`config.mk`:
```
export PLATFORM = sky130hd
export DESIGN_NAME = tppa_ctrl
export DESIGN_NICKNAME = d
export VERILOG_FILES = /design/src/hdl/assert_macros.svh /design/src/hdl/tppa_pkg.sv /design/src/hdl/tppa_ctrl.sv
export SDC_FILE = /design/constraint.sdc
export NUM_CORES = 1
export LEC_CHECK = 0
export ABC_AREA = 1
export BUFFER_PORTS_ARGS = -buffer_cell sky130_fd_sc_hd__buf_2
export CAP_MARGIN = 0
export CORE_AREA = 2 2 39 41
export DETAILED_ROUTE_END_ITERATION = 10
export DIE_AREA = 0 0 41 43
export GPL_ROUTABILITY_DRIVEN = 0
export GPL_TIMING_DRIVEN = 0
export HOLD_SLACK_MARGIN = 0.12
export SLEW_MARGIN = 10
export SYNTH_ARGS = -nofsm -noshare
export SYNTH_HDL_FRONTEND = slang
export SYNTH_SLANG_ARGS = --single-unit
```
`constraint.sdc`:
```
create_clock -name aclk -period 1.38 [get_ports aclk]
set_input_delay 0.069 -clock aclk [delete_from_list [all_inputs] [get_ports aclk]]
set_output_delay 0.069 -clock aclk [all_outputs]
set_load 0.02 [all_outputs]
```
`src/hdl/assert_macros.svh`:
```
// ----------------------------------------------------------------
// assertion macros
// shared concurrent assertion forms for the page allocator
// ----------------------------------------------------------------
`ifndef ASSERT_MACROS_SVH
`define ASSERT_MACROS_SVH

// clocked check, disabled while reset is asserted
`define ASSERT_RST(lbl, clk, rstn, prop, msg) \
    lbl: assert property (@(posedge clk) disable iff (!rstn) (prop)) else $error(msg);

// clocked check that also holds during reset
`define ASSERT_ALWAYS(lbl, clk, prop, msg) \
    lbl: assert property (@(posedge clk) (prop)) else $error(msg);

`endif

```
`src/hdl/tppa_pkg.sv`:
```
// ----------------------------------------------------------------
// tppa_pkg
// types, sizes and codes shared by the page allocator modules
// ----------------------------------------------------------------
package tppa_pkg;

    // address and page geometry
    localparam int ADDR_W     = 32;
    localparam int PAGE_SHIFT = 12;
    localparam int PNUM_W     = ADDR_W - PAGE_SHIFT;

    // free pool stacks
    localparam int POOL_DEPTH = 1024;
    localparam int POOL_AW    = (POOL_DEPTH > 1) ? $clog2(POOL_DEPTH) : 1;
    localparam int POOL_CW    = $clog2(POOL_DEPTH + 1);

    // tracking table
    localparam int TRACK_DEPTH = 256;
    localparam int TRACK_AW    = (TRACK_DEPTH > 1) ? $clog2(TRACK_DEPTH) : 1;
    localparam int TRACK_CW    = $clog2(TRACK_DEPTH + 1);

    // register port
    localparam int CFG_AW = 4;
    localparam int CFG_DW = 32;

    localparam logic [1:0] REG_LOWEST_USABLE = 2'd0;
    localparam logic [1:0] REG_KERNEL_BASE   = 2'd1;
    localparam logic [1:0] REG_PHYS_TOP      = 2'd2;
    localparam logic [1:0] REG_LOCAL_BASE    = 2'd3;

    localparam logic [CFG_DW-1:0] RST_LOWEST_USABLE = 32'h0000_0000;
    localparam logic [CFG_DW-1:0] RST_KERNEL_BASE   = 32'h8000_0000;
    localparam logic [CFG_DW-1:0] RST_PHYS_TOP      = 32'h0E00_0000;
    localparam logic [CFG_DW-1:0] RST_LOCAL_BASE    = 32'h0000_0000;

    // request kinds in s_tuser[0]
    localparam logic REQ_FREE  = 1'b0;
    localparam logic REQ_ALLOC = 1'b1;

    // result status codes
    typedef enum logic [1:0] {
        ST_OK      = 2'd0,
        ST_EMPTY   = 2'd1,
        ST_BADADDR = 2'd2,
        ST_FULL    = 2'd3
    } status_t;

    // tracking table scan kinds
    typedef enum logic {
        SCAN_EMPTY = 1'b0,
        SCAN_MATCH = 1'b1
    } scan_mode_t;

    typedef struct packed {
        logic [ADDR_W-1:0] lowest_usable_addr;
        logic [ADDR_W-1:0] kernel_base;
        logic [ADDR_W-1:0] phys_top;
        logic [ADDR_W-1:0] local_pool_base;
    } cfg_t;

    // controller to datapath
    typedef struct packed {
        logic       load_item;
        logic       pop;
        logic       push;
        logic       capture;
        logic       st_load;
        status_t    st_code;
        logic       scan_start;
        scan_mode_t scan_mode;
        logic       scan_step;
        logic       out_load;
    } cmd_t;

    // datapath to controller
    typedef struct packed {
        logic is_alloc;
        logic sel_local;
        logic pool_empty;
        logic pool_full;
        logic addr_bad;
        logic scan_hit;
        logic scan_end;
        logic out_free;
    } sts_t;

endpackage

```
`src/hdl/tppa_ctrl.sv`:
```
// ----------------------------------------------------------------
// tppa_ctrl
// request sequencer: checks, stack access, table scan, result hand-off
// ----------------------------------------------------------------
module tppa_ctrl
    import tppa_pkg::*;
(
    input  logic aclk,
    input  logic aresetn,
    input  logic s_tvalid,
    output logic s_tready,
    input  sts_t sts,
    output cmd_t cmd
);

    typedef enum logic [2:0] {
        IDLE,
        EVAL,
        POPWAIT,
        SCAN,
        FINISH
    } state_t;

    state_t state_reg;
    state_t state_next;

    // state register
    always_ff @(posedge aclk) begin
        if (!aresetn) begin
            state_reg <= IDLE;
        end else begin
            state_reg <= state_next;
        end
    end

    // next state and commands
    always_comb begin
        state_next     = state_reg;
        cmd            = '0;
        cmd.st_code    = ST_OK;
        cmd.scan_mode  = SCAN_EMPTY;
        s_tready       = 1'b0;
        unique case (state_reg)
            IDLE: begin
                s_tready = 1'b1;
                if (s_tvalid) begin
                    cmd.load_item = 1'b1;
                    state_next    = EVAL;
                end
            end
            EVAL: begin
                cmd.st_load = 1'b1;
                if (sts.is_alloc) begin
                    if (sts.pool_empty) begin
                        cmd.st_code = ST_EMPTY;
                        state_next  = FINISH;
                    end else begin
                        cmd.pop    = 1'b1;
                        state_next = POPWAIT;
                    end
                end else if (sts.addr_bad) begin
                    cmd.st_code = ST_BADADDR;
                    state_next  = FINISH;
                end else if (sts.pool_full) begin
                    cmd.st_code = ST_FULL;
                    state_next  = FINISH;
                end else begin
                    // page pushed, then drop its table entry
                    cmd.push       = 1'b1;
                    cmd.scan_start = 1'b1;
                    cmd.scan_mode  = SCAN_MATCH;
                    state_next     = SCAN;
                end
            end
            POPWAIT: begin
                cmd.capture = 1'b1;
                if (sts.sel_local) begin
                    cmd.scan_start = 1'b1;
                    cmd.scan_mode  = SCAN_EMPTY;
                    state_next     = SCAN;
                end else begin
                    state_next = FINISH;
                end
            end
            SCAN: begin
                cmd.scan_step = 1'b1;
                if (sts.scan_hit || sts.scan_end) begin
                    state_next = FINISH;
                end
            end
            FINISH: begin
                if (sts.out_free) begin
                    cmd.out_load = 1'b1;
                    state_next   = IDLE;
                end
            end
            default: begin
                state_next = IDLE;
            end
        endcase
    end

endmodule

```
# == Word-level counts from Yosys, hierarchy flattened ==
# Index checks and enable logic that the tools add are counted.
# word_totals
reg_bits,3
output_inout_bits,12
wordCells,43
in_bits,11
# classes
reduce_logical,3
eq_ne,7
muxes,32
# ops
op,n
$mux W3,9
$mux W2,8
$pmux W3 S5,1
$mux W1,13
$eq A3 B2 Y1 const B,2
$ne A2 B2 Y1 const B,3
$pmux W2 S2,1
$eq A3 B1 Y1 const B,1
$eq A3 B3 Y1 const B,1
$logic_not A3 Y1,1
$reduce_and A3 Y1,1
$logic_or A1 B1 Y1,1

# == Logic depth before layout (Yosys ltp) ==
# Gate-level depths: netlist (run 1).
# depth
depth_word,4
mapped_depth,9
ltp_nobuf,9

# == Worst setup path after synthesis (run 1) ==
# Ideal clock, no wire load.
# synth_timing
path_kind,register to output
from,reg state_reg[0]
to,out cmd[5] in the netlist's numbering
required_ps,1311
path_buffers,0
slack_ps,77
t_arrival_ps,1234
path_stages_with_launch,5
path_cell_list,dfxtp_1 -> nand2_2 -> nor2_4 -> inv_2 -> nor3_1
# synth_lines
element,line_no,source
from (decl),tppa_ctrl.sv:24,state_t state_reg;
from (signal assigned),tppa_ctrl.sv:32,state_reg <= state_next;
to (decl),tppa_ctrl.sv:13,output cmd_t cmd

==> results.sh, run 1 <==
export IMPL_worstMarginPinSlew_ps=307
export IMPL_synth_top_area_share_pct=20.1
export IMPL_grt_ovfl_total=0
export IMPL_clockBufferDepth=2
export IMPL_ys_top_cells_by_area="inv_1, dfxtp_1, nand2_1"
export IMPL_synth_largest_area_cell="inv_1"
export IMPL_criticalPathCategory="reg2out"
export IMPL_cts_tree="done"
export IMPL_htree_levels=1
export IMPL_setup_tns_ps=0
export IMPL_path_buf_inv=3
export IMPL_vias=436
export IMPL_synth_edf_count=0
export IMPL_synth_seq_cells=3
export IMPL_critPathMaxFanout=5
export IMPL_cp_top_family="simple AND/OR/NAND/NOR gates"
export IMPL_drc=0
export IMPL_cts_sinks=3
export IMPL_cts_buffers_inserted=3
export IMPL_nets=103
export IMPL_seq_area_frac_synth_pct=18.9
export IMPL_synth_cells=61
export IMPL_status="completed"
export IMPL_yosysWarnings=0
export IMPL_synthDistinctLibCells=12
export IMPL_start_kind="register"
export IMPL_die_area_um2=1760
export IMPL_cts_root_buf="clkbuf_4"
export IMPL_cp_required_ps=1310
export IMPL_max_stage_delay_ps=330
export IMPL_slew_viol_final=0
export IMPL_drive_gt1_share_pct=40.7
export IMPL_wl_per_cell_um=7.39
export IMPL_grt_max_degree=8
export IMPL_rsz0062_at_grt="no"
export IMPL_cp_cell_sequence="inv_2, nand2_2, nor2_4, inv_2, nor3_1, buf_4"
export IMPL_n_fill_cell=157
export IMPL_multi_input_area_um2=189
export IMPL_initial_core_util_pct=23.0
export IMPL_cpMaxStageDelayCell="dfxtp_2"
export IMPL_endpoint_kind="primary output"
export IMPL_dr_pass1_iters=4
export IMPL_area_growth_pct=62.6
export IMPL_largest_register_ffs=3
export IMPL_reg2reg_slack_ps=270
export IMPL_max_cap_violations=0
export IMPL_routed_wl_um=791
export IMPL_viasPerCell=4.07
export IMPL_insertedDiodeCount=0
export IMPL_path_clk_slew_ps=30
export IMPL_yosysMostFrequentCell="inv_1"
export IMPL_max_freq_ghz=0.764
export IMPL_io_pins=23
export IMPL_grt_util_all_layers_pct=10.6
export IMPL_seqCellArea_um2=65.1
export IMPL_crit_top_cell="inv_2"
export IMPL_drtIter0Drc=3
export IMPL_synth_nets=72
export IMPL_slew_headroom_pct=79.5
export IMPL_synthFlopType="dfxtp_1"
export IMPL_core_area_um2=1380
export IMPL_ir_worst_vdd_mv=0.386
export IMPL_period_minus_slack_ps=1310
export IMPL_portBuffers=22
export IMPL_die_h_um=43
export IMPL_finalHoldViolCount=0
export IMPL_ant_nets=0
export IMPL_grt_pass1_wl_mm=1.29
export IMPL_syn_area_per_cell_um2=5.21
export IMPL_finClkSkew_ps=0.678
export IMPL_netlist_top_cells_count="inv_1, nand2_1, nor2_1, nand3_1"
export IMPL_min_delay_path_class="in2reg"
export IMPL_arrival_ps=1240
export IMPL_clock_latency_ps=230
export IMPL_async_flop_share_pct=0
export IMPL_fin_util_pct=37.3
export IMPL_p_total_mw=0.526
export IMPL_grt_pass1_vias=360
export IMPL_num_rows=14
export IMPL_die_w_um=41
export IMPL_p_leak_nw=0.346
export IMPL_finalSetupViolCount=0
export IMPL_syn_cell_area_um2=318
export IMPL_p_per_area_nw_per_um2=1020
export IMPL_antenna_found_initial=0
export IMPL_finalCritPeriodShare_pct=94.8
export IMPL_dp_hpwl_um=642
==> stage by stage <==
step	worst slack [ps]	hold slack (ps)	instances	instance area (µm²)
CTS	6.70	159	104	484
floorplan	76.9	167	61	318
global placement	264	270	99	448
finish	71.2	154	107	517
global route	1.27	189	107	517
detailed placement	253	273	99	448
==> what timing repair did <==
action,4_1_cts,5_1_grt
setup endpoints to repair,0,6
hold endpoints to repair,3,0
gates resized for setup,0,5
hold buffers,1,0
setup buffers,0,3
==> metal layers <==
metal,up-vias,track usage [%],wire length [µm]
met3,2,3.14,61
met2,14,17.2,398
met1,179,11.6,320
li1,241,-,-
met5,-,0,0
met4,0,6.00,10
==> layout make-up <==
type	instances	area share (%)
inverters	19	13.8
repair buffers	26	28.1
clock buffers	4	5.08
multi-input cells	39	36.6
flip-flops and latches	3	12.6
well taps	16	3.87
==> worst paths after layout <==
kind                  end  cells after the start          from
max reg2reg  state_reg[2]                      8  state_reg[2]
min          state_reg[2]                      4        sts[0]
max                cmd[5]                      6  state_reg[2]
min reg2reg  state_reg[2]                      2  state_reg[2]
==> layout by cell type, fill, tap and decap left out <==
cell type / netlist / final
a21oi_1: 3 / 3
buf_2: 0 / 21
buf_4: 0 / 4
clkbuf_1: 0 / 1
clkbuf_4: 0 / 3
dfxtp_1: 3 / 1
dfxtp_2: 0 / 1
dfxtp_4: 0 / 1
dlygate4sd3_1: 0 / 1
inv_1: 17 / 17
inv_2: 2 / 2
nand2_1: 13 / 13
nand2_2: 2 / 2
nand3_1: 6 / 6
nor2_1: 9 / 8
nor2_2: 0 / 1
nor2_4: 2 / 2
nor3_1: 2 / 2
nor4_1: 1 / 1
o211ai_1: 1 / 1
==> logic make-up after synthesis <==
kind of cell	Yosys count	share of synthesized area [%]
and+or+nand+nor	35	51.6
buffers and inverters	19	22.4
AOI/OAI and AO/OA	4	7.09
DFF	3	18.9
==> power breakdown <==
| part | internal (mW) | switching [mW] |
|---|---|---|
| Clock | 0.108 | 0.0415 |
| Combinational | 0.101 | 0.151 |
| Sequential | 0.103 | 0.0219 |
==> tightest hold or removal path, cell delays in order <==
cell     delay, ps
buf_2           70
inv_1           40
nand3_1         90
a21oi_1         70
Note: power is estimated with default switching activity, not from simulation.
==> run 2: changes to the inputs <==
--- a/config.mk
+++ b/config.mk
@@ -6,7 +6,7 @@
 export NUM_CORES = 1
 export LEC_CHECK = 0
 export ABC_AREA = 1
-export BUFFER_PORTS_ARGS = -buffer_cell sky130_fd_sc_hd__buf_2
+export BUFFER_PORTS_ARGS = -buffer_cell sky130_fd_sc_hd__buf_4
 export CAP_MARGIN = 0
 export CORE_AREA = 2 2 39 41
 export DETAILED_ROUTE_END_ITERATION = 10
==> constraint.sdc (replaced) <==
create_clock -name aclk -period 1.2 [get_ports aclk]
set_input_delay 0.06 -clock aclk [delete_from_list [all_inputs] [get_ports aclk]]
set_output_delay 0.06 -clock aclk [all_outputs]
set_load 0.02 [all_outputs]
==> run 2 against run 1 <==
  * The run now ends with negative setup slack left
  * Via count grew 0.46%
  * Combinational power grew 38%
  * Sequential share of layout area is 1.9 points lower
  * Sequential cell count is the same
  * Register-to-register slack got worse by 200 ps
  * Sequential power rose by 14%
  * Power is 27% higher
  * Global-route usage is 0.20 points higher
  * Utilization grew 7.3 points
  * Die area is the same
  * Critical path type unchanged
  * Critical endpoint is now cmd[0]
  * Largest power group unchanged
==> results.sh, run 2 (synthesized netlist as in run 1, its figures left out) <==
export IMPL_status="finished with violations"
export IMPL_violations="negative setup slack"
export IMPL_drive_gt1_share_pct=48.9
export IMPL_cp_required_ps=1140
export IMPL_final_cell_count_no_fill=110
export IMPL_die_h_um=43
export IMPL_endpoint_kind="primary output"
export IMPL_wl_per_cell_um=7.81
export IMPL_cts_buffers_inserted=3
export IMPL_finalCritPeriodShare_pct=103
export IMPL_finClkSkew_ps=0.286
export IMPL_max_freq_ghz=0.811
export IMPL_ant_nets=0
export IMPL_max_cap_violations=0
export IMPL_initial_core_util_pct=23.0
export IMPL_portBuffers=22
export IMPL_cts_root_buf="clkbuf_4"
export IMPL_vias=438
export IMPL_critPathMaxFanout=4
export IMPL_cts_sinks=3
export IMPL_dr_pass1_iters=1
export IMPL_clockBufferDepth=2
export IMPL_min_delay_path_class="in2reg"
export IMPL_cts_tree="done"
export IMPL_p_per_area_nw_per_um2=1080
export IMPL_n_fill_cell=153
export IMPL_num_rows=14
export IMPL_cp_top_family="buffers and inverters"
export IMPL_dpl_cell_count=99
export IMPL_core_area_um2=1380
export IMPL_path_buf_inv=3
export IMPL_ir_worst_vdd_mv=0.507
export IMPL_io_pins=23
export IMPL_drc=0
export IMPL_grt_ovfl_total=0
export IMPL_period_minus_slack_ps=1230
export IMPL_finalSetupViolCount=2
export IMPL_setup_ws_ps=-33.3
export IMPL_cp_cell_sequence="inv_2, buf_4, nor4_1, buf_4"
export IMPL_reg2reg_slack_ps=70
export IMPL_dp_slack_ps=79.9
export IMPL_grt_util_all_layers_pct=10.8
export IMPL_dp_hpwl_um=650
export IMPL_max_stage_delay_ps=330
export IMPL_layout_commonest_cell="buf_4"
export IMPL_htree_levels=1
export IMPL_grt_pass1_vias=368
export IMPL_crit_top_cell="buf_4"
export IMPL_start_kind="register"
export IMPL_largest_register_ffs=3
export IMPL_routed_wl_um=859
export IMPL_nets=106
export IMPL_final_cell_mix="buf_4, inv_1, nand2_1"
export IMPL_clock_latency_ps=230
export IMPL_drtIter0Drc=0
export IMPL_rsz0062_at_grt="yes"
export IMPL_die_area_um2=1760
export IMPL_area_growth_pct=94.5
export IMPL_p_leak_nw=0.371
export IMPL_criticalPathCategory="reg2out"
export IMPL_die_w_um=41
export IMPL_finalHoldViolCount=0
export IMPL_arrival_ps=1170
export IMPL_antenna_found_initial=0
export IMPL_viasPerCell=3.98
export IMPL_grt_pass1_wl_mm=1.35
export IMPL_worstMarginPinSlew_ps=259
export IMPL_insertedDiodeCount=0
export IMPL_grt_max_degree=8
export IMPL_path_clk_slew_ps=40
export IMPL_slew_headroom_pct=82.6
export IMPL_slew_viol_final=0
export IMPL_cpMaxStageDelayCell="dfxtp_2"
[run 2: cell count changes in the layout (fill, tap and decap cells not counted), sizes merged]
cell	previous run	this run
buf	25	28
[run 2: stage by stage]
step	setup TNS [ps]	instance area (µm²)	utilization (%)	power [mW]	hold WS (ps)
floorplan	0	325	-	0.324	158
global placement	0	510	36.9	0.440	255
detailed placement	0	510	36.9	0.441	260
CTS	-52.0	604	43.7	0.670	125
global route	-513	618	44.7	0.726	153
finish	-41.1	618	44.7	0.666	136
[run 2: timing repair]
action	CTS	global route
resized for setup	8	4
pin swaps	2	3
setup buffers	5	1
gates cloned	0	0
hold buffers	1	0
setup endpoints to repair	9	9
hold endpoints to repair	3	0
[run 2: report_power, final]
group	leakage, nW	switching [mW]	total, mW	internal (mW)
clock	0.0150	0.0509	0.175	0.125
combinational	0.330	0.187	0.349	0.163
sequential	0.0261	0.0231	0.142	0.119
[run 2: tightest hold or removal path, stage by stage]
cell and delay (ps):
buf_4 80, inv_1 40, nand3_1 90, a21oi_1 60
[run 2: path summary, 6_finish.rpt]
kind           startpoint            to  cells past startpoint
max          state_reg[2]        cmd[0]                      4
min                sts[0]  state_reg[2]                      4
max reg2reg  state_reg[2]  state_reg[0]                      8
min reg2reg  state_reg[0]  state_reg[2]                      3
[run 2: layout make-up]
class / count / area, µm² / share of cell area (%)
Multi-Input combinational cell: 39 / 199 / 32.2
Timing Repair Buffer: 29 / 235 / 38.1
Sequential cell: 3 / 66.3 / 10.7
Inverter: 19 / 71.3 / 11.5
Tap cell: 16 / 20.0 / 3.24
Clock buffer: 4 / 26.3 / 4.25
[run 2: layer usage]
layer  vias to the layer above  track usage, %  routed length, µm
met3                         0            3.14                 51
met4                         0            4.00                  0
met1                       180            12.9                370
met2                        12            17.5                437
li1                        246               -                  -
met5                         -               0                  0
