--- src/hdl/assert_macros.svh ---
// ----------------------------------------------------------------
// assertion macros
// shared concurrent assertion forms for the page allocator
// ----------------------------------------------------------------
`ifndef ASSERT_MACROS_SVH
`define ASSERT_MACROS_SVH

// clocked check, disabled while reset is asserted
`define ASSERT_RST(lbl, clk, rstn, prop, msg) \
    lbl: assert property (@(posedge clk) disable iff (!rstn) (prop)) else $error(msg);

// clocked check that also holds during reset
`define ASSERT_ALWAYS(lbl, clk, prop, msg) \
    lbl: assert property (@(posedge clk) (prop)) else $error(msg);

`endif

--- src/hdl/tppa_pkg.sv ---
// ----------------------------------------------------------------
// tppa_pkg
// types, sizes and codes shared by the page allocator modules
// ----------------------------------------------------------------
package tppa_pkg;

    // address and page geometry
    localparam int ADDR_W     = 32;
    localparam int PAGE_SHIFT = 12;
    localparam int PNUM_W     = ADDR_W - PAGE_SHIFT;

    // free pool stacks
    localparam int POOL_DEPTH = 1024;
    localparam int POOL_AW    = (POOL_DEPTH > 1) ? $clog2(POOL_DEPTH) : 1;
    localparam int POOL_CW    = $clog2(POOL_DEPTH + 1);

    // tracking table
    localparam int TRACK_DEPTH = 256;
    localparam int TRACK_AW    = (TRACK_DEPTH > 1) ? $clog2(TRACK_DEPTH) : 1;
    localparam int TRACK_CW    = $clog2(TRACK_DEPTH + 1);

    // register port
    localparam int CFG_AW = 4;
    localparam int CFG_DW = 32;

    localparam logic [1:0] REG_LOWEST_USABLE = 2'd0;
    localparam logic [1:0] REG_KERNEL_BASE   = 2'd1;
    localparam logic [1:0] REG_PHYS_TOP      = 2'd2;
    localparam logic [1:0] REG_LOCAL_BASE    = 2'd3;

    localparam logic [CFG_DW-1:0] RST_LOWEST_USABLE = 32'h0000_0000;
    localparam logic [CFG_DW-1:0] RST_KERNEL_BASE   = 32'h8000_0000;
    localparam logic [CFG_DW-1:0] RST_PHYS_TOP      = 32'h0E00_0000;
    localparam logic [CFG_DW-1:0] RST_LOCAL_BASE    = 32'h0000_0000;

    // request kinds in s_tuser[0]
    localparam logic REQ_FREE  = 1'b0;
    localparam logic REQ_ALLOC = 1'b1;

    // result status codes
    typedef enum logic [1:0] {
        ST_OK      = 2'd0,
        ST_EMPTY   = 2'd1,
        ST_BADADDR = 2'd2,
        ST_FULL    = 2'd3
    } status_t;

    // tracking table scan kinds
    typedef enum logic {
        SCAN_EMPTY = 1'b0,
        SCAN_MATCH = 1'b1
    } scan_mode_t;

    typedef struct packed {
        logic [ADDR_W-1:0] lowest_usable_addr;
        logic [ADDR_W-1:0] kernel_base;
        logic [ADDR_W-1:0] phys_top;
        logic [ADDR_W-1:0] local_pool_base;
    } cfg_t;

    // controller to datapath
    typedef struct packed {
        logic       load_item;
        logic       pop;
        logic       push;
        logic       capture;
        logic       st_load;
        status_t    st_code;
        logic       scan_start;
        scan_mode_t scan_mode;
        logic       scan_step;
        logic       out_load;
    } cmd_t;

    // datapath to controller
    typedef struct packed {
        logic is_alloc;
        logic sel_local;
        logic pool_empty;
        logic pool_full;
        logic addr_bad;
        logic scan_hit;
        logic scan_end;
        logic out_free;
    } sts_t;

endpackage

--- src/hdl/tppa_regs.sv ---
// ----------------------------------------------------------------
// tppa_regs
// apb register file holding the address check settings
// ----------------------------------------------------------------
module tppa_regs
    import tppa_pkg::*;
(
    input  logic              aclk,
    input  logic              aresetn,
    input  logic              psel,
    input  logic              penable,
    input  logic              pwrite,
    input  logic [CFG_AW-1:0] paddr,
    input  logic [CFG_DW-1:0] pwdata,
    output logic [CFG_DW-1:0] prdata,
    output cfg_t              cfg
);

    cfg_t       cfg_reg;
    logic       wr_en;
    logic [1:0] reg_idx;

    assign wr_en   = psel && penable && pwrite;
    assign reg_idx = paddr[3:2];

    // register writes
    always_ff @(posedge aclk) begin
        if (!aresetn) begin
            cfg_reg.lowest_usable_addr <= RST_LOWEST_USABLE;
            cfg_reg.kernel_base        <= RST_KERNEL_BASE;
            cfg_reg.phys_top           <= RST_PHYS_TOP;
            cfg_reg.local_pool_base    <= RST_LOCAL_BASE;
        end else if (wr_en) begin
            unique case (reg_idx)
                REG_LOWEST_USABLE: cfg_reg.lowest_usable_addr <= pwdata;
                REG_KERNEL_BASE:   cfg_reg.kernel_base        <= pwdata;
                REG_PHYS_TOP:      cfg_reg.phys_top           <= pwdata;
                REG_LOCAL_BASE:    cfg_reg.local_pool_base    <= pwdata;
                default: ;
            endcase
        end
    end

    // read mux
    always_comb begin
        unique case (reg_idx)
            REG_LOWEST_USABLE: prdata = cfg_reg.lowest_usable_addr;
            REG_KERNEL_BASE:   prdata = cfg_reg.kernel_base;
            REG_PHYS_TOP:      prdata = cfg_reg.phys_top;
            REG_LOCAL_BASE:    prdata = cfg_reg.local_pool_base;
            default:           prdata = '0;
        endcase
    end

    assign cfg = cfg_reg;

endmodule

--- config.mk ---
export PLATFORM = sky130hd
export DESIGN_NAME = tppa_regs
export DESIGN_NICKNAME = d
export VERILOG_FILES = /design/src/hdl/assert_macros.svh /design/src/hdl/tppa_pkg.sv /design/src/hdl/tppa_regs.sv
export SDC_FILE = /design/constraint.sdc
export NUM_CORES = 1
export LEC_CHECK = 0
export ABC_AREA = 1
export BUFFER_PORTS_ARGS = -buffer_cell sky130_fd_sc_hd__buf_2
export CORE_ASPECT_RATIO = 1.4
export CORE_UTILIZATION = 46
export DETAILED_ROUTE_END_ITERATION = 8
export PLACE_DENSITY = 0.79
export SYNTH_ARGS = -nofsm -noshare
export SYNTH_HDL_FRONTEND = slang
export SYNTH_SLANG_ARGS = --single-unit
export TNS_END_PERCENT = 30
--- constraint.sdc ---
create_clock -name aclk -period 1 [get_ports aclk]
set_input_delay 0.2 -clock aclk [delete_from_list [all_inputs] [get_ports aclk]]
set_output_delay 0.2 -clock aclk [all_outputs]
set_load 0.02 [all_outputs]
After elaboration in Yosys (flattened, before gate mapping)
Cells that the tools add are included.
- input bits: 41
- register bits: 128
- logic and storage cells: 15
- output and inout bits: 160
- reduce and logical (&&, ||, !) cells: 7
- eq/ne operators: 3
- muxes and demuxes: 1
- operators by type and width (kind ; count):
    $pmux W32 S4 ; 1
    $reduce_and A2 Y1 ; 4
    $eq A2 B2 Y1 const B ; 2
    $eq A2 B1 Y1 const B ; 1
    $logic_and A1 B1 Y1 ; 2
    $logic_not A2 Y1 ; 1

Depth between registers and ports, before layout
Gate-level depths: netlist of the first run.
- word-level depth: 3
- gate-level depth with buffers: 7
- depth with buffers taken out: 5

Worst setup path after synthesis of the first run
No wires, ideal clock.
- path kind: input -> output
- start: input port paddr[3]
- end: output port prdata[10]
- cell stages on the path: 4
- arrival: 984 ps
- buffers on the path: 1
- setup slack: -184 ps
- path through: nor2_2 clkbuf_1 nand2_1 nand4_1
- cells in the longest elaborated chain, start to end: 2
- elaborated cells on any way between the ends: 5
- RTL lines (item ; line ; RTL):
    start, declared ; tppa_regs.sv:13 ; input logic [CFG_AW-1:0] paddr,
    $eq A2 B2 Y1 (tied with other cells) ; tppa_regs.sv:46 ; unique case (reg_idx)
    $pmux W32 S4 * ; tppa_regs.sv:46 ;
    end, declared ; tppa_regs.sv:15 ; output logic [CFG_DW-1:0] prdata,
Every way passes the cells marked *; elsewhere a longest branch is shown, timed or not.

Final worst setup path of the first run
- start: register cfg_reg (netlist bit cfg[3])
- end: output port prdata[3]
- cells in the longest elaborated chain, start to end: 1
- RTL lines (item ; line ; RTL):
    start, declared ; tppa_regs.sv:19 ; cfg_t cfg_reg;
    $pmux W32 S4 ; tppa_regs.sv:46 ;
No other way between the ends.

==> results.json, run 1 <==
{
  "dp_hpwl_um": 12100,
  "clkSinkCount": 128,
  "path_clk_slew_ns": 0.06,
  "place_ws_ns": -0.354,
  "cts_max_level": 4,
  "drt_iter0_drc": 716,
  "layout.nets": 1264,
  "setup_viol_count_final": 160,
  "hold_viol": 0,
  "synth_area_sq_mm": 0.00587,
  "cellLeakagePower_nw": 4.89,
  "cp.depth": 3,
  "final_area_sq_mm": 0.0106,
  "total_power_mw": 14.5,
  "drive_gt1_frac": 0.462,
  "crit_path_start_kind": "flip-flop",
  "track_usage": 0.331,
  "via_count": 8121,
  "ys_seq_elements": 128,
  "wl_um": 28200,
  "worstPathCellList": "nand2_1, nand4_1, buf_6",
  "tns_ns": -29.74,
  "outcome": "complete, but fails checks",
  "synthTopCellsByArea": "dfxtp_1 44%, nand2_1 17%, nor2_1 16%",
  "yosys.area.top_type": "dfxtp_1",
  "cp_top_family": "flip-flops",
  "start_util": 0.475,
  "reg2reg_slack_ns": 0.03,
  "final.setup_skew_ns": 0,
  "die_width_um": 97.5,
  "worst_slew_pin_slew_ns": 0.295,
  "path_class": "reg -> out",
  "syn-num-nets": 951,
  "post_drt_wl_per_cell_um": 20.3,
  "grt_pass1_wl_um": 34400,
  "crit_arrival_ns": 1.21,
  "critical_path.slowest_cell": "dfxtp_4",
  "root_buffer": "clkbuf_16",
  "final-seq-area_sq_mm": 0.00278,
  "postRouteAntennaNets": 0,
  "drc_errors": 0,
  "synth-seq-area-share": 0.436,
  "gp_congestion": 0.808,
  "antenna_found_initial": 0,
  "grt_max_degree": 68,
  "synth_cell_types": 15,
  "slew_headroom": 0.803,
  "num_rows": 48,
  "p_per_area_mw_per_mm2": 1380,
  "r2r.worst_path.cells": 5,
  "fin_util": 0.853,
  "setup_slack_ns": -0.413,
  "clock_path_buffers": 2,
  "worstHoldPathCells": 3,
  "syn_area_per_cell_sq_um": 6.45,
  "worstPathBufferInverterCount": 1,
  "clk_latency_ns": 0.42,
  "grt-ovfl-total": 0,
  "die_area_sq_mm": 0.0132,
  "multi_input_area_sq_mm": 0.00297,
  "min_period_ns": 1.41,
  "pin_count": 201,
  "violations": "negative setup slack",
  "hold_ws_ns": 0.0133,
  "largest_register_ffs": 128,
  "coreArea_sq_mm": 0.0124,
  "viasPerCell": 5.86,
  "drv_cap": 0,
  "yosysWarnings": 0,
  "fmax_mhz": 708,
  "syn_inst": 910,
  "peakVddDrop_mv": 1.09,
  "numCtsBuffers": 17,
  "nFillCells": 613,
  "end_kind": "output pin",
  "crit_required_ns": 0.80,
  "cpPeakStageDelay_ns": 0.36,
  "dpl_cell_area_sq_mm": 0.00745,
  "dp.cells": 1253,
  "cts_tree": "yes",
  "final_max_slew_viol_count": 0,
  "fin_crit_sh": 1.41,
  "area_growth_pct": 79.8,
  "yosysTopAreaCellShare": 0.436,
  "crit_fanout": 3,
  "rsz0062_at_grt": "true",
  "die_h_um": 136,
  "hold_class": "in -> reg",
  "instances_no_fill": 1387,
  "grt_pass1_vias": 6824,
  "dr.pass1.iters": 7,
  "io_buffers": 198
}
==> cell families after synthesis <==
group | synth area share
buffers and inverters | 0.0780
AOI/OAI and AO/OA | 0.000852
DFF | 0.436
and+or+nand+nor | 0.485
==> path summary, 6_finish.rpt <==
kind,startpoint,to
max,cfg[3],prdata[3]
min,pwdata[27],cfg[59]
max reg2reg,cfg[14],cfg[14]
min reg2reg,cfg[97],cfg[97]
==> tightest hold or removal path, delay by kind of cell <==
family        cells  cell delay [ns]
buf+inv           1             0.09
simple gates      2             0.11
==> final cells by class <==
cell class | instances | share of cell area
antenna | 1 | 0.000237
clock buffer | 20 | 0.0442
clock inverter | 12 | 0.0193
timing repair buffer | 357 | 0.360
tap | 150 | 0.0178
inverter | 36 | 0.0133
multi-input combinational | 683 | 0.282
sequential | 128 | 0.264
==> layer usage <==
| metal | vias to the layer above | GRT usage | wire (um) |
|---|---|---|---|
| met4 | 0 | 0.174 | 2090 |
| met2 | 678 | 0.589 | 14300 |
| met5 | - | 0 | 0 |
| met3 | 230 | 0.0645 | 2590 |
| met1 | 3718 | 0.374 | 9180 |
| li1 | 3495 | - | - |
==> synthesized netlist by cell type, drive strengths merged <==
cell and count:
buf 46, clkbuf 17, dfxtp 128, inv 36, nand2 265, nand3 129
nand4 32, nor2 256, o21ai 1
==> power by group <==
part           internal (mW)  switching, mW
clock                   4.64           2.44
combinational          0.949           1.17
sequential              5.18          0.139
==> layout by cell type (no fill, tap or decap), types with 19 or more instances in the layout <==
cell type and instances:
nor2_1 248, nand2_1 224, buf_6 209, nand3_1 128
dfxtp_2 104, buf_4 83, nand2_2 40, buf_2 35
nand4_1 32, inv_1 32, dfxtp_4 24, buf_12 24
clkbuf_16 19
==> what timing repair did <==
item,CTS,global route
endpoints found under the setup margin,160,160
gates cloned,4,2
resized for setup,434,142
buffers inserted,24,72
pin swaps,28,48
hold buffers,0,0
(Power assumes the default switching activity.)
==> run 2, diff against run 1 <==
Settings changed: RECOVER_POWER set to 50.
==> run 2 against run 1 <==
  * Core utilization is 0.29 points lower
  * Worst setup slack better by 0.019 ns
  * Flip-flop and latch count stayed put
  * The flow still finishes with violations (negative setup slack)
  * Largest power group unchanged
  * Fmax is 1.4% higher
  * Global-route usage stayed put
  * Final area is 0.34% lower
  * Sequential share of layout area is 0.091 points higher
  * Critical path type unchanged
  * Cell count stayed put
  * Clock power hardly changed
==> results.json, run 2 (synthesis gave the netlist of run 1 again) <==
{
  "nFillCells": 620,
  "seq_power_share": 0.367,
  "via_count": 8087,
  "r2r.worst_path.cells": 5,
  "post_drt_wl_per_cell_um": 20.4,
  "track_usage": 0.331,
  "worst_slew_pin_slew_ns": 0.496,
  "hold_ws_ns": 0.0165,
  "clock_path_buffers": 2,
  "pin_count": 201,
  "crit_fanout": 3,
  "coreArea_sq_mm": 0.0124,
  "reg2reg_slack_ns": 0.03,
  "end_kind": "output pin",
  "dp.cells": 1253,
  "p_switching_mw": 3.73,
  "dpl_cell_area_sq_mm": 0.00745,
  "die_h_um": 136,
  "cts_max_level": 4,
  "drc_errors": 0,
  "setup_viol_count_final": 286,
  "drive_gt1_frac": 0.462,
  "fmax_mhz": 717,
  "path_class": "reg -> out",
  "instances_no_fill": 1387,
  "clkSinkCount": 128,
  "die_width_um": 97.5,
  "final.setup_skew_ns": 0,
  "startpoint": "cfg[3]",
  "numCtsBuffers": 17,
  "clkPwrFrac": 0.487,
  "hold_viol": 0,
  "cellLeakagePower_nw": 4.88,
  "final_cell_mix": "248 x nor2_1, 224 x nand2_1, 210 x buf_6, 128 x nand3_1, 104 x dfxtp_2",
  "crit_path_start_kind": "flip-flop",
  "postRouteAntennaNets": 0,
  "crit_required_ns": 0.80,
  "grt-ovfl-total": 0,
  "drv_cap": 0,
  "viasPerCell": 5.83,
  "slew_headroom": 0.669,
  "cts_tree": "yes",
  "comb_power_share": 0.145,
  "fin_crit_sh": 1.39,
  "start_util": 0.475,
  "largest_register_ffs": 128,
  "ctsHoldBuffers": 0,
  "area_growth_pct": 79.1,
  "netSwitchingFraction": 0.257,
  "total_power_mw": 14.5,
  "peakVddDrop_mv": 1.07,
  "setup_slack_ns": -0.394,
  "crit_path_end": "prdata[3]",
  "grt_pass1_wl_um": 34400,
  "root_buffer": "clkbuf_16",
  "r2r_start": "cfg[14]",
  "outcome": "complete, but fails checks",
  "path_clk_slew_ns": 0.06,
  "p_int_mw": 10.8,
  "clk_latency_ns": 0.41,
  "crit_arrival_ns": 1.19,
  "violations": "negative setup slack",
  "gp_congestion": 0.808,
  "final_common_cell": "nor2_1",
  "hold_class": "in -> reg",
  "dr.pass1.iters": 6,
  "final_max_slew_viol_count": 0,
  "io_buffers": 198,
  "p_per_area_mw_per_mm2": 1380,
  "num_rows": 48,
  "drt_iter0_drc": 766,
  "rr_endpoint": "cfg[14]",
  "min_period_ns": 1.39,
  "fin_util": 0.850,
  "final_area_sq_mm": 0.0105,
  "rsz0062_at_grt": "true",
  "layout.nets": 1264,
  "wl_um": 28200,
  "grt_max_degree": 68,
  "dp_hpwl_um": 12100,
  "grt_pass1_vias": 6824,
  "die_area_sq_mm": 0.0132,
  "antenna_found_initial": 0
}
-- run 2: cell types whose count changed in the layout (fill, tap and decap cells not counted), sizes merged --
| cell | delta |
|---|---|
| buf | -1 |
| clkbuf | +1 |
-- run 2: how the worst min path moves through the flow --
stage,to,slack [ns],startpoint,depth (start not counted)
floorplan,cfg[57],0.33,pwdata[25],2
global placement,cfg[59],0.43,pwdata[27],3
detailed placement,cfg[59],0.43,pwdata[27],3
CTS,cfg[59],0.005,pwdata[27],3
global route,cfg[59],0.02,pwdata[27],3
finish,cfg[59],0.02,pwdata[27],3
-- run 2: per-layer routing --
metal  GRT usage  wire length [um]
met1       0.374              9200
met2       0.589             14400
met3      0.0645              2510
met4       0.174              2090
met5           0                 0
-- run 2: per-stage QoR --
step | worst slack (ns) | TNS [ns]
4_1_cts | -0.298 | -21.33
6_report | -0.394 | -41.28
2_1_floorplan | -0.0144 | -0.809
3_5_place_dp | -0.354 | -38.13
5_1_grt | -0.413 | -50.01
3_3_place_gp | -0.327 | -35.09
-- run 2: worst max-delay path, cell delays in order (launching register included) --
cell	delay, ns
dfxtp_4	0.36
nand2_1	0.10
nand4_1	0.16
buf_6	0.17
-- run 2: final cells by class --
cell class / count / area (sq um) / share of cell area
repair buffers: 357 / 3760 / 0.358
multi-input cells: 683 / 2970 / 0.283
flip-flops and latches: 128 / 2780 / 0.265
clock buffers: 20 / 467 / 0.0444
clock inverters: 12 / 204 / 0.0194
well taps: 150 / 188 / 0.0178
inverters: 36 / 140 / 0.0133
diodes: 1 / 2.50 / 0.000238
-- run 2: power groups by stage --
| stage | Sequential, mW | Combinational, mW | Clock (mW) |
|---|---|---|---|
| 2_1_floorplan | 5.54 | 0.749 | 0 |
| 3_3_place_gp | 5.42 | 1.45 | 0 |
| 3_5_place_dp | 5.42 | 1.47 | 0 |
| 4_1_cts | 5.35 | 1.77 | 7.00 |
| 5_1_grt | 5.32 | 2.20 | 7.32 |
| 6_report | 5.32 | 2.11 | 7.06 |
-- run 2: what timing repair did --
action                     CTS  global route
cloned                       4             2
buffers inserted            24            72
pin swaps                   28            48
gates resized for setup    434           142
setup endpoints to repair  160           160
==> run 3, diff against run 2 <==
Settings changed: ABC_AREA 1 to unset, CORE_UTILIZATION 46 to 45, PLACE_DENSITY 0.79 to 0.78.
==> run 3 against run 2 <==
  * The run still ends with negative setup slack left
  * Critical path depth fell by 1
  * Cell count down 26%
  * Core utilization fell by 0.072 points
  * Final area is 3.1% lower
  * Sequential share of layout area fell by 0.070 points
  * Clock power shrank 4.4%
  * Synthesized cell count shrank 45%
  * Highest routed layer unchanged
==> results.json, run 3 <==
{
  "outcome": "complete, but fails checks",
  "violations": "negative setup slack",
  "yosysWarnings": 0,
  "gp_congestion": 0.790,
  "final_max_slew_viol_count": 0,
  "num_rows": 47,
  "min_period_ns": 1.62,
  "num_antenna_cells": 0,
  "wl_um": 22600,
  "final.setup_skew_ns": 0,
  "tns_ns": -46.71,
  "postRouteAntennaNets": 0,
  "layout.nets": 903,
  "final_cell_mix": "280 x buf_6, 156 x nand2_1, 126 x mux2i_1, 101 x dfxtp_2, 55 x buf_4",
  "crit_path_start_kind": "flip-flop",
  "fmax_mhz": 617,
  "coreArea_sq_mm": 0.0120,
  "syn_inst": 498,
  "io_buffers": 198,
  "total_power_mw": 13.3,
  "rr_endpoint": "cfg[20]",
  "clkSinkCount": 128,
  "clkPwrFrac": 0.509,
  "cts_tree": "yes",
  "synthTopCellsByArea": "dfxtp_1 46%, mux2i_1 23%, nand2_1 10%",
  "root_buffer": "clkbuf_16",
  "peakVddDrop_mv": 1.13,
  "hold_viol": 0,
  "crit_path_end": "prdata[18]",
  "crit_arrival_ns": 1.42,
  "crit_required_ns": 0.80,
  "rsz0062_at_grt": "true",
  "setup_viol_count_final": 239,
  "pin_count": 201,
  "p_per_area_mw_per_mm2": 1300,
  "dp_hpwl_um": 12100,
  "r2r.worst_path.cells": 5,
  "dr.pass1.iters": 4,
  "final_common_cell": "buf_6",
  "start_util": 0.468,
  "reg2reg_slack_ns": 0.01,
  "synthArstFlopShare": 0,
  "worst_slew_pin_slew_ns": 0.424,
  "synth-seq-area-share": 0.456,
  "p_int_mw": 10.1,
  "setup_slack_ns": -0.620,
  "grt-ovfl-total": 0,
  "slew_headroom": 0.717,
  "synthTopCellsByCount": "156 x nand2_1, 128 x dfxtp_1, 128 x mux2i_1",
  "netSwitchingFraction": 0.236,
  "post_drt_wl_per_cell_um": 22.1,
  "nFillCells": 585,
  "numCtsBuffers": 17,
  "dp.cells": 955,
  "crit_fanout": 2,
  "path_clk_slew_ns": 0.06,
  "cellLeakagePower_nw": 4.80,
  "die_h_um": 134,
  "syn-num-nets": 539,
  "area_growth_pct": 81.4,
  "largest_register_ffs": 128,
  "fin_util": 0.849,
  "p_switching_mw": 3.14,
  "via_count": 5591,
  "comb_power_share": 0.097,
  "clock_path_buffers": 2,
  "yosys.area.top_type": "dfxtp_1",
  "hold_ws_ns": 0.0795,
  "grt_max_degree": 53,
  "drt_iter0_drc": 292,
  "ys_seq_elements": 128,
  "die_area_sq_mm": 0.0129,
  "drive_gt1_frac": 0.630,
  "yosysTopAreaCellShare": 0.456,
  "clk_latency_ns": 0.40,
  "viasPerCell": 5.47,
  "seq_power_share": 0.394,
  "yosysMostFrequentCell": "nand2_1",
  "synth-edff-count": 0,
  "startpoint": "cfg[82]",
  "r2r_start": "cfg[20]",
  "synth_area_sq_mm": 0.00562,
  "cts_max_level": 4,
  "grt_pass1_wl_um": 30300,
  "syn_area_per_cell_sq_um": 11.3,
  "die_width_um": 96.4,
  "path_class": "reg -> out",
  "drc_errors": 0,
  "end_kind": "output pin",
  "antenna_found_initial": 0,
  "hold_class": "in -> reg",
  "instances_no_fill": 1022,
  "grt_pass1_vias": 5869,
  "synth_cell_types": 18,
  "fin_crit_sh": 1.62,
  "synth_flop_cell": "dfxtp_1",
  "track_usage": 0.313,
  "drv_cap": 0
}
==> run 3: layer usage <==
| metal | part of all wire | routed length (um) | track usage | vias to the layer above |
|---|---|---|---|---|
| met1 | 0.35 | 7790 | 0.310 | 2715 |
| met3 | 0.060 | 1360 | 0.0777 | 109 |
| li1 | - | - | - | 2453 |
| met2 | 0.54 | 12100 | 0.573 | 314 |
| met5 | 0 | 0 | 0 | - |
| met4 | 0.058 | 1310 | 0.179 | 0 |
==> run 3: timing repair <==
item / CTS / global route
cloned: 0 / 0
buffers inserted: 17 / 43
gates resized for setup: 391 / 157
hold buffers: 0 / 0
endpoints found under the setup margin: 224 / 214
pin swaps: 2 / 1
==> run 3: cell type report <==
type | instances | area (sq um) | area share
multi-input combinational | 330 | 2700 | 0.265
clock inverter | 12 | 181 | 0.0178
tap | 147 | 184 | 0.0180
sequential | 128 | 2690 | 0.264
timing repair buffer | 385 | 3980 | 0.390
clock buffer | 20 | 457 | 0.0448
==> run 3: worst min path at each step <==
stage / from / end / slack (ns) / cells past startpoint
after global placement: cfg[127] / cfg[127] / 0.46 / 2
after global routing: pwdata[26] / cfg[58] / 0.11 / 3
after detailed placement: cfg[127] / cfg[127] / 0.47 / 2
final: pwdata[27] / cfg[59] / 0.08 / 3
after floorplan: pwdata[31] / cfg[95] / 0.36 / 2
after CTS: pwdata[27] / cfg[59] / 0.07 / 3
==> run 3: stage by stage <==
| step | worst slack [ns] | instance area (sq um) |
|---|---|---|
| floorplan | -0.224 | 5630 |
| global placement | -0.495 | 7770 |
| detailed placement | -0.507 | 7770 |
| CTS | -0.585 | 9590 |
| global route | -0.624 | 10200 |
| finish | -0.620 | 10200 |
==> run 3: power by group through the flow <==
stage	registers, mW	clock network, mW	logic, mW
3_3_place_gp	5.31	0	1.02
4_1_cts	5.21	6.71	1.19
3_5_place_dp	5.31	0	1.04
5_1_grt	5.23	7.02	1.35
6_report	5.23	6.75	1.29
2_1_floorplan	5.40	0	0.532
==> run 3: kinds of logic (layout without fill, tap and decap cells) <==
kind of cell,Yosys count,count (layout),synth area share
buffers and inverters,40,417,0.0535
DFF,128,128,0.456
muxes,160,160,0.367
and+or+nand+nor,170,170,0.123
==> run 3: critical path: stages (launching register included) <==
cell	delay, ns
dfxtp_2	0.34
mux4_2	0.51
buf_6	0.16
